==> config.mk <==
export PLATFORM = sky130hd
export DESIGN_NAME = sha256_stream_hasher
export DESIGN_NICKNAME = d
export VERILOG_FILES = /design/src/design/shs_pkg.sv /design/src/design/shs_front.sv /design/src/design/shs_fifo.sv /design/src/design/shs_core.sv /design/src/design/sha256_stream_hasher.sv
export SDC_FILE = /design/constraint.sdc
export NUM_CORES = 2
export LEC_CHECK = 0
export ABC_AREA = 0
export BUFFER_PORTS_ARGS = -buffer_cell sky130_fd_sc_hd__clkbuf_2
export CAP_MARGIN = 20
export CELL_PAD_IN_SITES_DETAIL_PLACEMENT = 1
export CELL_PAD_IN_SITES_GLOBAL_PLACEMENT = 1
export CORE_MARGIN = 4
export CORE_UTILIZATION = 50
export CTS_CLUSTER_DIAMETER = 50
export CTS_CLUSTER_SIZE = 8
export DETAILED_ROUTE_END_ITERATION = 6
export HOLD_SLACK_MARGIN = 0.12
export PLACE_DENSITY = 0.89
export SLEW_MARGIN = 10
export SYNTH_ARGS = -nofsm -noshare
export SYNTH_HDL_FRONTEND = slang
export SYNTH_SLANG_ARGS = --single-unit
==> constraint.sdc <==
create_clock -name clock -period 28.9 [get_ports clock]
set_input_delay 1.445 -clock clock [delete_from_list [all_inputs] [get_ports clock]]
set_output_delay 1.445 -clock clock [all_outputs]
set_load 0.1 [all_outputs]
==> src/design/shs_pkg.sv <==
// ----------------------------------------------------------------------------
// shs_pkg
// Shared types, constants and SHA-256 helper functions for the stream hasher.
// ----------------------------------------------------------------------------
package shs_pkg;

   localparam int SHS_WORD_W      = 32;
   localparam int SHS_LEN_W       = 61;
   localparam int SHS_QUEUE_DEPTH = 4;

   localparam logic [SHS_WORD_W-1:0] SHS_MARKER = 32'h8000_0000;

   // round constants
   localparam logic [31:0] SHS_ROUND_K [64] = '{
      32'h428a2f98, 32'h71374491, 32'hb5c0fbcf, 32'he9b5dba5,
      32'h3956c25b, 32'h59f111f1, 32'h923f82a4, 32'hab1c5ed5,
      32'hd807aa98, 32'h12835b01, 32'h243185be, 32'h550c7dc3,
      32'h72be5d74, 32'h80deb1fe, 32'h9bdc06a7, 32'hc19bf174,
      32'he49b69c1, 32'hefbe4786, 32'h0fc19dc6, 32'h240ca1cc,
      32'h2de92c6f, 32'h4a7484aa, 32'h5cb0a9dc, 32'h76f988da,
      32'h983e5152, 32'ha831c66d, 32'hb00327c8, 32'hbf597fc7,
      32'hc6e00bf3, 32'hd5a79147, 32'h06ca6351, 32'h14292967,
      32'h27b70a85, 32'h2e1b2138, 32'h4d2c6dfc, 32'h53380d13,
      32'h650a7354, 32'h766a0abb, 32'h81c2c92e, 32'h92722c85,
      32'ha2bfe8a1, 32'ha81a664b, 32'hc24b8b70, 32'hc76c51a3,
      32'hd192e819, 32'hd6990624, 32'hf40e3585, 32'h106aa070,
      32'h19a4c116, 32'h1e376c08, 32'h2748774c, 32'h34b0bcb5,
      32'h391c0cb3, 32'h4ed8aa4a, 32'h5b9cca4f, 32'h682e6ff3,
      32'h748f82ee, 32'h78a5636f, 32'h84c87814, 32'h8cc70208,
      32'h90befffa, 32'ha4506ceb, 32'hbef9a3f7, 32'hc67178f2
   };

   // initial hash values
   localparam logic [31:0] SHS_INIT_H [8] = '{
      32'h6a09e667, 32'hbb67ae85, 32'h3c6ef372, 32'ha54ff53a,
      32'h510e527f, 32'h9b05688c, 32'h1f83d9ab, 32'h5be0cd19
   };

   // one classified word on its way from the front to the core
   typedef struct packed {
      logic [SHS_WORD_W-1:0] word;   // message word, marker already merged
      logic [2:0]            bytes;  // bytes it adds to the length, 0..4
      logic                  last;   // final word of the message
      logic                  mark;   // marker word still has to follow
   } shs_entry_type;

   typedef enum logic [2:0] {
      SHS_TAKE,
      SHS_MARK,
      SHS_PAD,
      SHS_LEN_LO,
      SHS_ROUND,
      SHS_UPDATE,
      SHS_SEND
   } shs_state_type;

   function automatic logic [31:0] shs_rotr(input logic [31:0] x, input int n);
      shs_rotr = (x >> n) | (x << (32 - n));
   endfunction

   function automatic logic [31:0] shs_big_sigma0(input logic [31:0] x);
      shs_big_sigma0 = shs_rotr(x, 2) ^ shs_rotr(x, 13) ^ shs_rotr(x, 22);
   endfunction

   function automatic logic [31:0] shs_big_sigma1(input logic [31:0] x);
      shs_big_sigma1 = shs_rotr(x, 6) ^ shs_rotr(x, 11) ^ shs_rotr(x, 25);
   endfunction

   function automatic logic [31:0] shs_small_sigma0(input logic [31:0] x);
      shs_small_sigma0 = shs_rotr(x, 7) ^ shs_rotr(x, 18) ^ (x >> 3);
   endfunction

   function automatic logic [31:0] shs_small_sigma1(input logic [31:0] x);
      shs_small_sigma1 = shs_rotr(x, 17) ^ shs_rotr(x, 19) ^ (x >> 10);
   endfunction

   // where the core goes once a word is stored and no compression is due
   function automatic shs_state_type shs_follow(input logic fin, input logic mark,
                                                input logic len_done);
      priority if (!fin)     shs_follow = SHS_TAKE;
      else if (mark)         shs_follow = SHS_MARK;
      else if (len_done)     shs_follow = SHS_SEND;
      else                   shs_follow = SHS_PAD;
   endfunction

endpackage

==> src/design/shs_front.sv <==
// ----------------------------------------------------------------------------
// shs_front
// Input side: classifies each incoming transaction into a queue entry.
// ----------------------------------------------------------------------------
module shs_front
   import shs_pkg::*;
(
   input  logic [31:0]   req_data_word,
   input  logic [2:0]    req_byte_count,
   input  logic          req_last,
   input  logic          req_push,
   output logic          req_full,
   output logic          q_push,
   output shs_entry_type q_entry,
   input  logic          q_full
);

   logic [2:0]  count;
   logic [5:0]  shift;
   logic [31:0] keep;

   // clamp the byte count: non-last items always carry four bytes
   always_comb begin
      if (!req_last || (req_byte_count > 3'd4)) begin
         count = 3'd4;
      end else begin
         count = req_byte_count;
      end
      shift = {count, 3'b000};
      keep  = ~(32'hffff_ffff >> shift);
   end

   // merge the end marker into a short last word
   always_comb begin
      q_entry.bytes = count;
      q_entry.last  = req_last;
      q_entry.mark  = req_last && (count == 3'd4);
      if (req_last && (count != 3'd4)) begin
         q_entry.word = (req_data_word & keep) | (SHS_MARKER >> shift);
      end else begin
         q_entry.word = req_data_word;
      end
   end

   assign q_push   = req_push && !q_full;
   assign req_full = q_full;

endmodule

==> src/design/shs_fifo.sv <==
// ----------------------------------------------------------------------------
// shs_fifo
// Short show-ahead queue between the front and the compression core.
// ----------------------------------------------------------------------------
module shs_fifo
   import shs_pkg::*;
#(
   parameter int DEPTH = SHS_QUEUE_DEPTH
)
(
   input  logic          clock,
   input  logic          reset,
   input  logic          push,
   input  shs_entry_type wr_entry,
   output logic          full,
   input  logic          pop,
   output shs_entry_type rd_entry,
   output logic          empty
);

   localparam int AW = (DEPTH > 1) ? $clog2(DEPTH) : 1;
   localparam int CW = $clog2(DEPTH + 1);

   shs_entry_type  mem_ff [DEPTH];
   logic [AW-1:0]  wr_ptr_ff, wr_ptr_in;
   logic [AW-1:0]  rd_ptr_ff, rd_ptr_in;
   logic [CW-1:0]  count_ff, count_in;
   logic           do_push, do_pop;

   assign full     = (count_ff == CW'(DEPTH));
   assign empty    = (count_ff == '0);
   assign do_push  = push && !full;
   assign do_pop   = pop && !empty;
   assign rd_entry = mem_ff[rd_ptr_ff];

   // advance pointers and occupancy
   always_comb begin
      wr_ptr_in = wr_ptr_ff;
      rd_ptr_in = rd_ptr_ff;
      count_in  = count_ff;
      if (do_push) begin
         wr_ptr_in = (wr_ptr_ff == AW'(DEPTH - 1)) ? '0 : wr_ptr_ff + 1'b1;
      end
      if (do_pop) begin
         rd_ptr_in = (rd_ptr_ff == AW'(DEPTH - 1)) ? '0 : rd_ptr_ff + 1'b1;
      end
      if (do_push && !do_pop) begin
         count_in = count_ff + 1'b1;
      end else if (do_pop && !do_push) begin
         count_in = count_ff - 1'b1;
      end
   end

   always_ff @(posedge clock) begin
      if (reset) begin
         wr_ptr_ff <= '0;
         rd_ptr_ff <= '0;
         count_ff  <= '0;
      end else begin
         wr_ptr_ff <= wr_ptr_in;
         rd_ptr_ff <= rd_ptr_in;
         count_ff  <= count_in;
      end
   end

   // store the entry
   always_ff @(posedge clock) begin
      if (do_push) begin
         mem_ff[wr_ptr_ff] <= wr_entry;
      end
   end

endmodule

==> src/design/shs_core.sv <==
// ----------------------------------------------------------------------------
// shs_core
// Back side: block collection, padding, 64-round compression, digest output.
// ----------------------------------------------------------------------------
module shs_core
   import shs_pkg::*;
(
   input  logic          clock,
   input  logic          reset,
   input  logic          q_empty,
   input  shs_entry_type q_entry,
   output logic          q_pop,
   output logic [31:0]   rsp_digest_word,
   output logic [2:0]    rsp_word_index,
   output logic          rsp_last_word,
   output logic          rsp_empty,
   input  logic          rsp_pop
);

   shs_state_type          state_ff, state_in;
   logic [31:0]            hash_ff  [8];
   logic [31:0]            v_ff     [8];
   logic [31:0]            w_ff     [16];
   logic [3:0]             fill_ff, fill_in;
   logic [SHS_LEN_W-1:0]   len_ff, len_in;
   logic [5:0]             round_ff;
   logic [2:0]             idx_ff;
   logic                   fin_ff, fin_in;
   logic                   mark_ff, mark_in;
   logic                   done_ff, done_in;

   logic                   push_en;
   logic [31:0]            push_word;
   logic                   send_pop;
   logic                   start_round;
   logic                   shift_en;
   logic [31:0]            shift_word;
   logic [31:0]            sched;
   logic [31:0]            t1, t2;
   logic [31:0]            len_hi, len_lo;

   assign send_pop = (state_ff == SHS_SEND) && rsp_pop;
   assign len_hi   = len_ff[SHS_LEN_W-1:SHS_LEN_W-32];
   assign len_lo   = {len_ff[SHS_LEN_W-33:0], 3'b000};

   // next state
   always_comb begin
      state_in = state_ff;
      unique case (state_ff)
         SHS_TAKE: begin
            if (!q_empty) begin
               if (fill_ff == 4'd15) begin
                  state_in = SHS_ROUND;
               end else begin
                  state_in = shs_follow(q_entry.last, q_entry.mark, done_ff);
               end
            end
         end
         SHS_MARK: begin
            state_in = (fill_ff == 4'd15) ? SHS_ROUND : SHS_PAD;
         end
         SHS_PAD: begin
            priority if (fill_ff == 4'd14) state_in = SHS_LEN_LO;
            else if (fill_ff == 4'd15)     state_in = SHS_ROUND;
            else                           state_in = SHS_PAD;
         end
         SHS_LEN_LO: begin
            state_in = SHS_ROUND;
         end
         SHS_ROUND: begin
            if (round_ff == 6'd63) begin
               state_in = SHS_UPDATE;
            end
         end
         SHS_UPDATE: begin
            state_in = shs_follow(fin_ff, mark_ff, done_ff);
         end
         SHS_SEND: begin
            if (rsp_pop && (idx_ff == 3'd7)) begin
               state_in = SHS_TAKE;
            end
         end
         default: begin
            state_in = SHS_TAKE;
         end
      endcase
   end

   // outputs and datapath controls
   always_comb begin
      push_en   = 1'b0;
      push_word = '0;
      q_pop     = 1'b0;
      len_in    = len_ff;
      fin_in    = fin_ff;
      mark_in   = mark_ff;
      done_in   = done_ff;
      unique case (state_ff)
         SHS_TAKE: begin
            if (!q_empty) begin
               q_pop     = 1'b1;
               push_en   = 1'b1;
               push_word = q_entry.word;
               len_in    = len_ff + SHS_LEN_W'(q_entry.bytes);
               fin_in    = q_entry.last;
               mark_in   = q_entry.mark;
            end
         end
         SHS_MARK: begin
            push_en   = 1'b1;
            push_word = SHS_MARKER;
            mark_in   = 1'b0;
         end
         SHS_PAD: begin
            push_en   = 1'b1;
            push_word = (fill_ff == 4'd14) ? len_hi : '0;
         end
         SHS_LEN_LO: begin
            push_en   = 1'b1;
            push_word = len_lo;
            done_in   = 1'b1;
         end
         SHS_ROUND, SHS_UPDATE, SHS_SEND: begin
            push_en = 1'b0;
         end
         default: begin
            push_en = 1'b0;
         end
      endcase
   end

   assign fill_in     = push_en ? fill_ff + 1'b1 : fill_ff;
   assign start_round = (state_in == SHS_ROUND) && (state_ff != SHS_ROUND);

   // message schedule and one compression round
   always_comb begin
      sched = w_ff[0] + shs_small_sigma0(w_ff[1]) + w_ff[9] + shs_small_sigma1(w_ff[14]);
      t1    = v_ff[7] + shs_big_sigma1(v_ff[4])
            + ((v_ff[4] & v_ff[5]) ^ (~v_ff[4] & v_ff[6]))
            + SHS_ROUND_K[round_ff] + w_ff[0];
      t2    = shs_big_sigma0(v_ff[0])
            + ((v_ff[0] & v_ff[1]) ^ (v_ff[0] & v_ff[2]) ^ (v_ff[1] & v_ff[2]));
      shift_en   = push_en || (state_ff == SHS_ROUND);
      shift_word = (state_ff == SHS_ROUND) ? sched : push_word;
   end

   // control state
   always_ff @(posedge clock) begin
      if (reset) begin
         state_ff <= SHS_TAKE;
         fill_ff  <= '0;
         len_ff   <= '0;
         fin_ff   <= 1'b0;
         mark_ff  <= 1'b0;
         done_ff  <= 1'b0;
         idx_ff   <= '0;
         round_ff <= '0;
      end else begin
         state_ff <= state_in;
         fill_ff  <= fill_in;
         round_ff <= start_round ? '0 : round_ff + 1'b1;
         if (send_pop && (idx_ff == 3'd7)) begin
            len_ff  <= '0;
            fin_ff  <= 1'b0;
            mark_ff <= 1'b0;
            done_ff <= 1'b0;
            idx_ff  <= '0;
         end else begin
            len_ff  <= len_in;
            fin_ff  <= fin_in;
            mark_ff <= mark_in;
            done_ff <= done_in;
            idx_ff  <= send_pop ? idx_ff + 1'b1 : idx_ff;
         end
      end
   end

   // hash words: fold in each block, reload after the digest is delivered
   always_ff @(posedge clock) begin
      if (reset || (send_pop && (idx_ff == 3'd7))) begin
         for (int i = 0; i < 8; i++) begin
            hash_ff[i] <= SHS_INIT_H[i];
         end
      end else if (state_ff == SHS_UPDATE) begin
         for (int i = 0; i < 8; i++) begin
            hash_ff[i] <= hash_ff[i] + v_ff[i];
         end
      end
   end

   // working variables
   always_ff @(posedge clock) begin
      if (start_round) begin
         for (int i = 0; i < 8; i++) begin
            v_ff[i] <= hash_ff[i];
         end
      end else if (state_ff == SHS_ROUND) begin
         v_ff[0] <= t1 + t2;
         v_ff[1] <= v_ff[0];
         v_ff[2] <= v_ff[1];
         v_ff[3] <= v_ff[2];
         v_ff[4] <= v_ff[3] + t1;
         v_ff[5] <= v_ff[4];
         v_ff[6] <= v_ff[5];
         v_ff[7] <= v_ff[6];
      end
   end

   // block words as a shift line: collect words, then slide the schedule
   always_ff @(posedge clock) begin
      if (shift_en) begin
         for (int i = 0; i < 15; i++) begin
            w_ff[i] <= w_ff[i + 1];
         end
         w_ff[15] <= shift_word;
      end
   end

   assign rsp_empty       = (state_ff != SHS_SEND);
   assign rsp_digest_word = hash_ff[idx_ff];
   assign rsp_word_index  = idx_ff;
   assign rsp_last_word   = (idx_ff == 3'd7);

endmodule

==> src/design/sha256_stream_hasher.sv <==
// ----------------------------------------------------------------------------
// sha256_stream_hasher
// SHA-256 over a byte message streamed in as 32-bit big-endian words.
// ----------------------------------------------------------------------------
// Push message words on req_*; mark the final word with req_last (it may hold
// 0..4 bytes, earlier words always count as 4). After the final word the block
// pads the message, finishes the last one or two blocks and presents the eight
// digest words, hash word A first, on rsp_* for popping; rsp_last_word flags
// the eighth. Words are taken into a small queue while the core compresses or
// waits on rsp_pop. The core moves queued words into the block one by one;
// every sixteenth word starts a compression (64 rounds on a single round unit
// plus a fold into the hash) and no word leaves the queue until it ends. The
// final word is followed by the marker word where needed, zero words and two
// length words, and one or two compressions run before the digest appears.
// ----------------------------------------------------------------------------
module sha256_stream_hasher
   import shs_pkg::*;
#(
   parameter int QUEUE_DEPTH = SHS_QUEUE_DEPTH
)
(
   input  logic        clock,
   input  logic        reset,
   input  logic [31:0] req_data_word,
   input  logic [2:0]  req_byte_count,
   input  logic        req_last,
   input  logic        req_push,
   output logic        req_full,
   output logic [31:0] rsp_digest_word,
   output logic [2:0]  rsp_word_index,
   output logic        rsp_last_word,
   output logic        rsp_empty,
   input  logic        rsp_pop
);

   shs_entry_type wr_entry;
   shs_entry_type rd_entry;
   logic          q_push;
   logic          q_full;
   logic          q_pop;
   logic          q_empty;

   // classify incoming transactions
   shs_front u_front (
      .req_data_word  (req_data_word),
      .req_byte_count (req_byte_count),
      .req_last       (req_last),
      .req_push       (req_push),
      .req_full       (req_full),
      .q_push         (q_push),
      .q_entry        (wr_entry),
      .q_full         (q_full)
   );

   // decouple front and core
   shs_fifo #(
      .DEPTH (QUEUE_DEPTH)
   ) u_fifo (
      .clock    (clock),
      .reset    (reset),
      .push     (q_push),
      .wr_entry (wr_entry),
      .full     (q_full),
      .pop      (q_pop),
      .rd_entry (rd_entry),
      .empty    (q_empty)
   );

   // compress and deliver the digest
   shs_core u_core (
      .clock           (clock),
      .reset           (reset),
      .q_empty         (q_empty),
      .q_entry         (rd_entry),
      .q_pop           (q_pop),
      .rsp_digest_word (rsp_digest_word),
      .rsp_word_index  (rsp_word_index),
      .rsp_last_word   (rsp_last_word),
      .rsp_empty       (rsp_empty),
      .rsp_pop         (rsp_pop)
   );

endmodule

After elaboration in Yosys (flattened, before gate mapping)
Memories as Yosys holds them, arrays and structs flattened. A register that Yosys moved wholly into a read port is not among the register bits.
Cells that the tools add are included.
Operators by class
  reductions and logical operators: 28
  divide/modulo/power cells: 0
  shift-type cells: 2
  magnitude comparators: 2
  equal/unequal tests: 19
  multiply operators: 0
  muxes and demuxes: 63
  add/sub/neg operators: 26
  bitwise logic cells: 48
Operators with widths (number)
  32-bit 2-to-1 mux: 22
  32-bit adder: 18
  32-bit bitwise XOR: 9
  32-bit AND: 6
  32-bit one-hot mux with 4 select lines: 1
  32-bit NOT: 2
  32-bit by 6-bit right shift with 32-bit output, first input constant: 2
  61-bit by 3-bit adder with 61-bit output: 1
  3-bit 2-to-1 mux: 16
  10-bit by 32-bit bitwise OR with 32-bit output: 1
  13-bit by 32-bit bitwise OR with 32-bit output: 1
  14-bit by 32-bit bitwise OR with 32-bit output: 1
  15-bit by 32-bit bitwise OR with 32-bit output: 1
  19-bit by 32-bit bitwise OR with 32-bit output: 1
  21-bit by 32-bit bitwise OR with 32-bit output: 1
  25-bit by 32-bit bitwise OR with 32-bit output: 1
  26-bit by 32-bit bitwise OR with 32-bit output: 1
  30-bit by 32-bit bitwise OR with 32-bit output: 1
  32-bit bitwise OR: 1
  7-bit by 32-bit bitwise OR with 32-bit output: 1
  32-bit by 22-bit bitwise XOR with 32-bit output: 1
  32-bit by 29-bit bitwise XOR with 32-bit output: 1
  3-bit == test, second input constant: 7
  3-bit one-hot mux with 7 select lines: 1
  other kinds (28): 90
Word-level totals
  bits in registers: 87
  latch bits: 0
  output and inout port bits: 38
  word-level logic and storage cells: 204
  bits of input ports: 40
  RAM bits: 1172
  memories kept: 5
  memory bits (read-only): 2048
Memories
  (name not given): depth 64, width 32, rd ports 1, clocked after Yosys merged registers in 0, write ports 0, RTL line shs_core.sv:140  | + SHS_ROUND_K[round_ff] + w_ff[0];
  u_core.w_ff: depth 16, width 32, rd ports 16, clocked after Yosys merged registers in 0, write ports 16, RTL line shs_core.sv:23  | logic [31:0] w_ff [16];
  u_core.hash_ff: depth 8, width 32, rd ports 9, clocked after Yosys merged registers in 1, write ports 8, RTL line shs_core.sv:21  | logic [31:0] hash_ff [8];
  u_core.v_ff: depth 8, width 32, rd ports 8, clocked after Yosys merged registers in 0, write ports 8, RTL line shs_core.sv:22  | logic [31:0] v_ff [8];
  u_fifo.mem_ff: depth 4, width 37, rd ports 1, clocked after Yosys merged registers in 1, write ports 1, RTL line shs_fifo.sv:24  | shs_entry_type mem_ff [DEPTH];

Logic depth before layout (Yosys ltp)
  depth after elaboration: 11
  mapped depth: 42
  depth with buffers taken out: 40

By module
Synthesis repeated with hierarchy kept, for this count alone.
Second synthesis, totals
  cell total of the unflattened synthesis: 6456
  area, all modules: 74438.9 µm²
Modules (own cells, without submodules)
  shs_core: instances 1, cells an instance 6165, area an instance 68239.2 µm², sequential area each 32411.1 µm²
  shs_fifo: instances 1, cells an instance 243, area an instance 5841.9 µm², sequential area each 4624.4 µm²
  shs_front: instances 1, cells an instance 48, area an instance 357.8 µm², sequential area each 0.0 µm²

Least setup slack after synthesis
OpenSTA, ideal clock, no wires.
  kind: register to register
  start: reg u_core.idx_ff[0] (netlist: u_core.rsp_word_index[0])
  end: mem u_core.v_ff[7][5] (netlist: u_core.v_ff[0][229]) (data pin)
  slack: 6.289 ns
  path buffers: 3
  cell stages (with the launch flop): 12
  period minus slack after synthesis: 22.611 ns
  setup time: 0.260 ns
  arrival: 22.352 ns
  required time: 28.640 ns
  cells stage by stage: dfxtp_1 ha_1 ha_1 nand2_1 a311oi_1 nand2_1 nor3_1 and3_1 clkbuf_1 buf_2 buf_2 mux2_2
RTL lines
  from (decl): RTL line shs_core.sv:27  | logic [2:0] idx_ff;
  from (signal assigned): RTL line shs_core.sv:173  | idx_ff <= send_pop ? idx_ff + 1'b1 : idx_ff;
  to (decl): RTL line shs_core.sv:22

==> flow_summary.ini <==
[yosys]
ys_ff_latch = 1264
ys_seq_area_share_pct = 49.9
synthTopCellsByArea = edfxtp_1, ha_1, fa_1
syn-cell-area_mm2 = 0.0742
synth_edf_count = 1172
synth.largest_area_cell = edfxtp_1
postSynthAreaPerCell_um2 = 11.5
synth.distinct_cells = 85
async_flop_share_pct = 0
synth_nets = 7112
syn_inst = 6470
synthFlopType = edfxtp_1
synth_top_area_share_pct = 47.4
synth_warnings = 0
synth.most_common_cell = edfxtp_1
synth_common_cells = edfxtp_1, nand2_1, nor2_1, ha_1, xnor2_1

[sta]
finalCriticalPeriod_ns = 10.80
hold_violations = 0
finalSetupTns_ns = 0
worst_pin_slew_ns = 1.30
fin_worst_skew_ns = 0.0740
setup_viol = 0
fmax_ghz = 0.0926
rsz0062_at_grt = no
slew_headroom_pct = 12.5
post-route-period-util_pct = 37.4
drv_slew = 0

[grt]
antenna_found_initial = 14
grt_pass1_wl_um = 403000
grt_overflow = 0
grt_start_max_net_pins = 136
grt_pass1_vias = 59800
gr-usage-all-layers_pct = 35.1

[setup_path]
rrSetupSlack_ns = 18.10
cp.required_ns = 29.46
cp_slowest_cell = ha_1
rr_endpoint = u_core.v_ff[0][28]$_DFFE_PP_
cp-start-kind = flop
crit_arrival_ns = 11.36
crit_type = flop to flop
cpPeakStageDelay_ns = 0.62
rr_worst_depth = 39
end_kind = flop
r2r_start = u_core.round_ff[1]$_SDFF_PP0_
worst-path-max-fanout = 23

[cells_and_area]
drive_gt1_share_pct = 9.44
nFillCells = 15100
fin_nets = 7176
areaGrowthSynthToFinish_pct = 11.0

[floorplan]
die_h_um = 393
start_util_pct = 50.3
ioPinCount = 78
die-width_um = 393
dieArea_mm2 = 0.155
core-area_mm2 = 0.148
num_rows = 141

[cts]
cts_resized = 0
clkTransAtPathRegs_ns = 0.05
cts.sinks = 1264
clock_latency_ns = 0.87
clockBufferDepth = 3
cts_tree = done
root_buffer = clkbuf_16
cts_setup_buffers = 0
htreeDepth = 4
cts-buffers-inserted = 189
cts_hold_buffers = 0

[placement]
dpl.hpwl_um = 184000
gp_congestion = 0.968
portBuffers = 77

[worst_hold_path]
hp-start = u_core.w_ff[0][164]$_DFFE_PP_
min_path_type = flop to flop
holdPathEnd = u_core.w_ff[0][132]$_DFFE_PP_
hold_path_depth = 0

[route]
vias = 57500
via_per_inst = 6.70
drtPass1Iterations = 7
antenna_left = 0
wl_per_cell_um = 31.8
drt_iter0_markers = 7810
wirelength_um = 273000
drc = 4

[run]
drv_cap = 0

[status]
status = complete, but fails checks
violations = DRC
-- cell usage in the layout, fill, tap and decap left out, types with 34 or more instances in the layout --
master and instances:
xor2_1 217, and2_1 41, a21o_1 166, nand2_1 806, buf_4 62, dfxtp_1 84, fa_1 197, mux4_2 105
nor2_1 422, nand3_1 88, a211oi_1 68, nor3_1 106, mux2_2 106, a31oi_1 39, nor2b_1 60, clkbuf_16 189
inv_1 320, a21oi_1 373, clkbuf_2 78, edfxtp_1 1172, xnor2_1 392, or3_1 50, o21a_1 56, clkbuf_1 78
nand4_1 34, mux2i_1 35, o21ai_0 350, o21bai_1 45, ha_1 405, nand2b_1 73
-- metrics by stage --
step           instance area, um^2  hold WS [ns]  std cells  setup WS, ns  utilization, %
2_1_floorplan                74200         0.400       6470          6.29               -
3_3_place_gp                 76500         0.400       8267         18.70            51.8
3_5_place_dp                 76500         0.406       8268         18.44            51.8
4_1_cts                      82300         0.372       8579         18.22            55.7
5_1_grt                      82400         0.377       8584         17.46            55.8
6_report                     82400         0.364       8590         18.10            55.8
-- layout make-up --
cell class              instances  area (um^2)  area share (%)
flip-flops and latches       1264        37100            45.0
repair buffers                145          952            1.16
inverters                     323         1210            1.47
clock inverters                44          747           0.907
multi-input cells            4611        35000            42.4
diodes                          6         15.0          0.0182
clock buffers                 267         5020            6.10
well taps                    1930         2410            2.93
-- registers in the layout, summed over array words and instances (netlist names), named ones only --
signal / flops
u_core.done_ff: 1
u_core.fill_ff: 4
u_core.fin_ff: 1
u_core.hash_ff: 256
u_core.len_ff: 61
u_core.mark_ff: 1
u_core.round_ff: 6
u_core.rsp_word_index: 3
u_core.state_ff: 3
u_core.v_ff: 256
u_core.w_ff: 512
u_fifo.count_ff: 3
u_fifo.mem_ff: 148
u_fifo.rd_ptr_ff: 2
u_fifo.wr_ptr_ff: 2
-- logic make-up (layout without fill, tap and decap cells) --
family                     count (synthesis)  in the layout  share of synthesized area, %
xor gates and xnor gates                 609            609                          7.19
and+or+nand+nor                         1790           1790                          10.7
other                                      0              6                             0
DFF                                     1264           1264                          49.9
muxes                                    246            246                          5.27
adders and majority gates                626            626                          12.5
AOI/OAI and AO/OA                       1340           1340                          11.4
buffers and inverters                    595            779                          3.06
-- how the worst max path moves through the flow --
stage | start | endpoint | slack, ns
after global routing | u_core.round_ff[1]$_SDFF_PP0_ | u_core.v_ff[0][28]$_DFFE_PP_ | 17.46
after global placement | u_core.round_ff[1]$_SDFF_PP0_ | u_core.v_ff[0][30]$_DFFE_PP_ | 18.70
after floorplan | u_core.rsp_word_index[0]$_SDFFE_PP0P_ | u_core.v_ff[0][229]$_DFFE_PP_ | 6.29
final | u_core.round_ff[1]$_SDFF_PP0_ | u_core.v_ff[0][28]$_DFFE_PP_ | 18.10
after CTS | u_core.round_ff[1]$_SDFF_PP0_ | u_core.v_ff[0][28]$_DFFE_PP_ | 18.22
after detailed placement | u_core.round_ff[1]$_SDFF_PP0_ | u_core.v_ff[0][30]$_DFFE_PP_ | 18.44
-- layer usage --
layer,wire length [um],global-route usage [%],vias up,part of all wire [%]
met2,124000,55.0,3982,46
met5,131,0.606,-,0.048
met3,31100,9.82,1105,11
met4,17400,18.4,10,6.4
met1,100000,44.7,28900,37
li1,-,-,23600,-
-- critical path, delay by kind of cell, from the launching register on --
kind                     cells  cell delay [ns]
adder cells (fa/ha/maj)      8             3.48
AO/OA/AOI/OAI               18             3.47
AND/OR/NAND/NOR              5             1.22
buffers and inverters        5             1.03
multiplexers                 1             0.50
XOR/XNOR                     2             0.47
flip-flops                   1             0.31
Power is left out: the tool's default activity adds up to more than one toggle a clock period on the data nets, which glitch-free logic cannot reach.
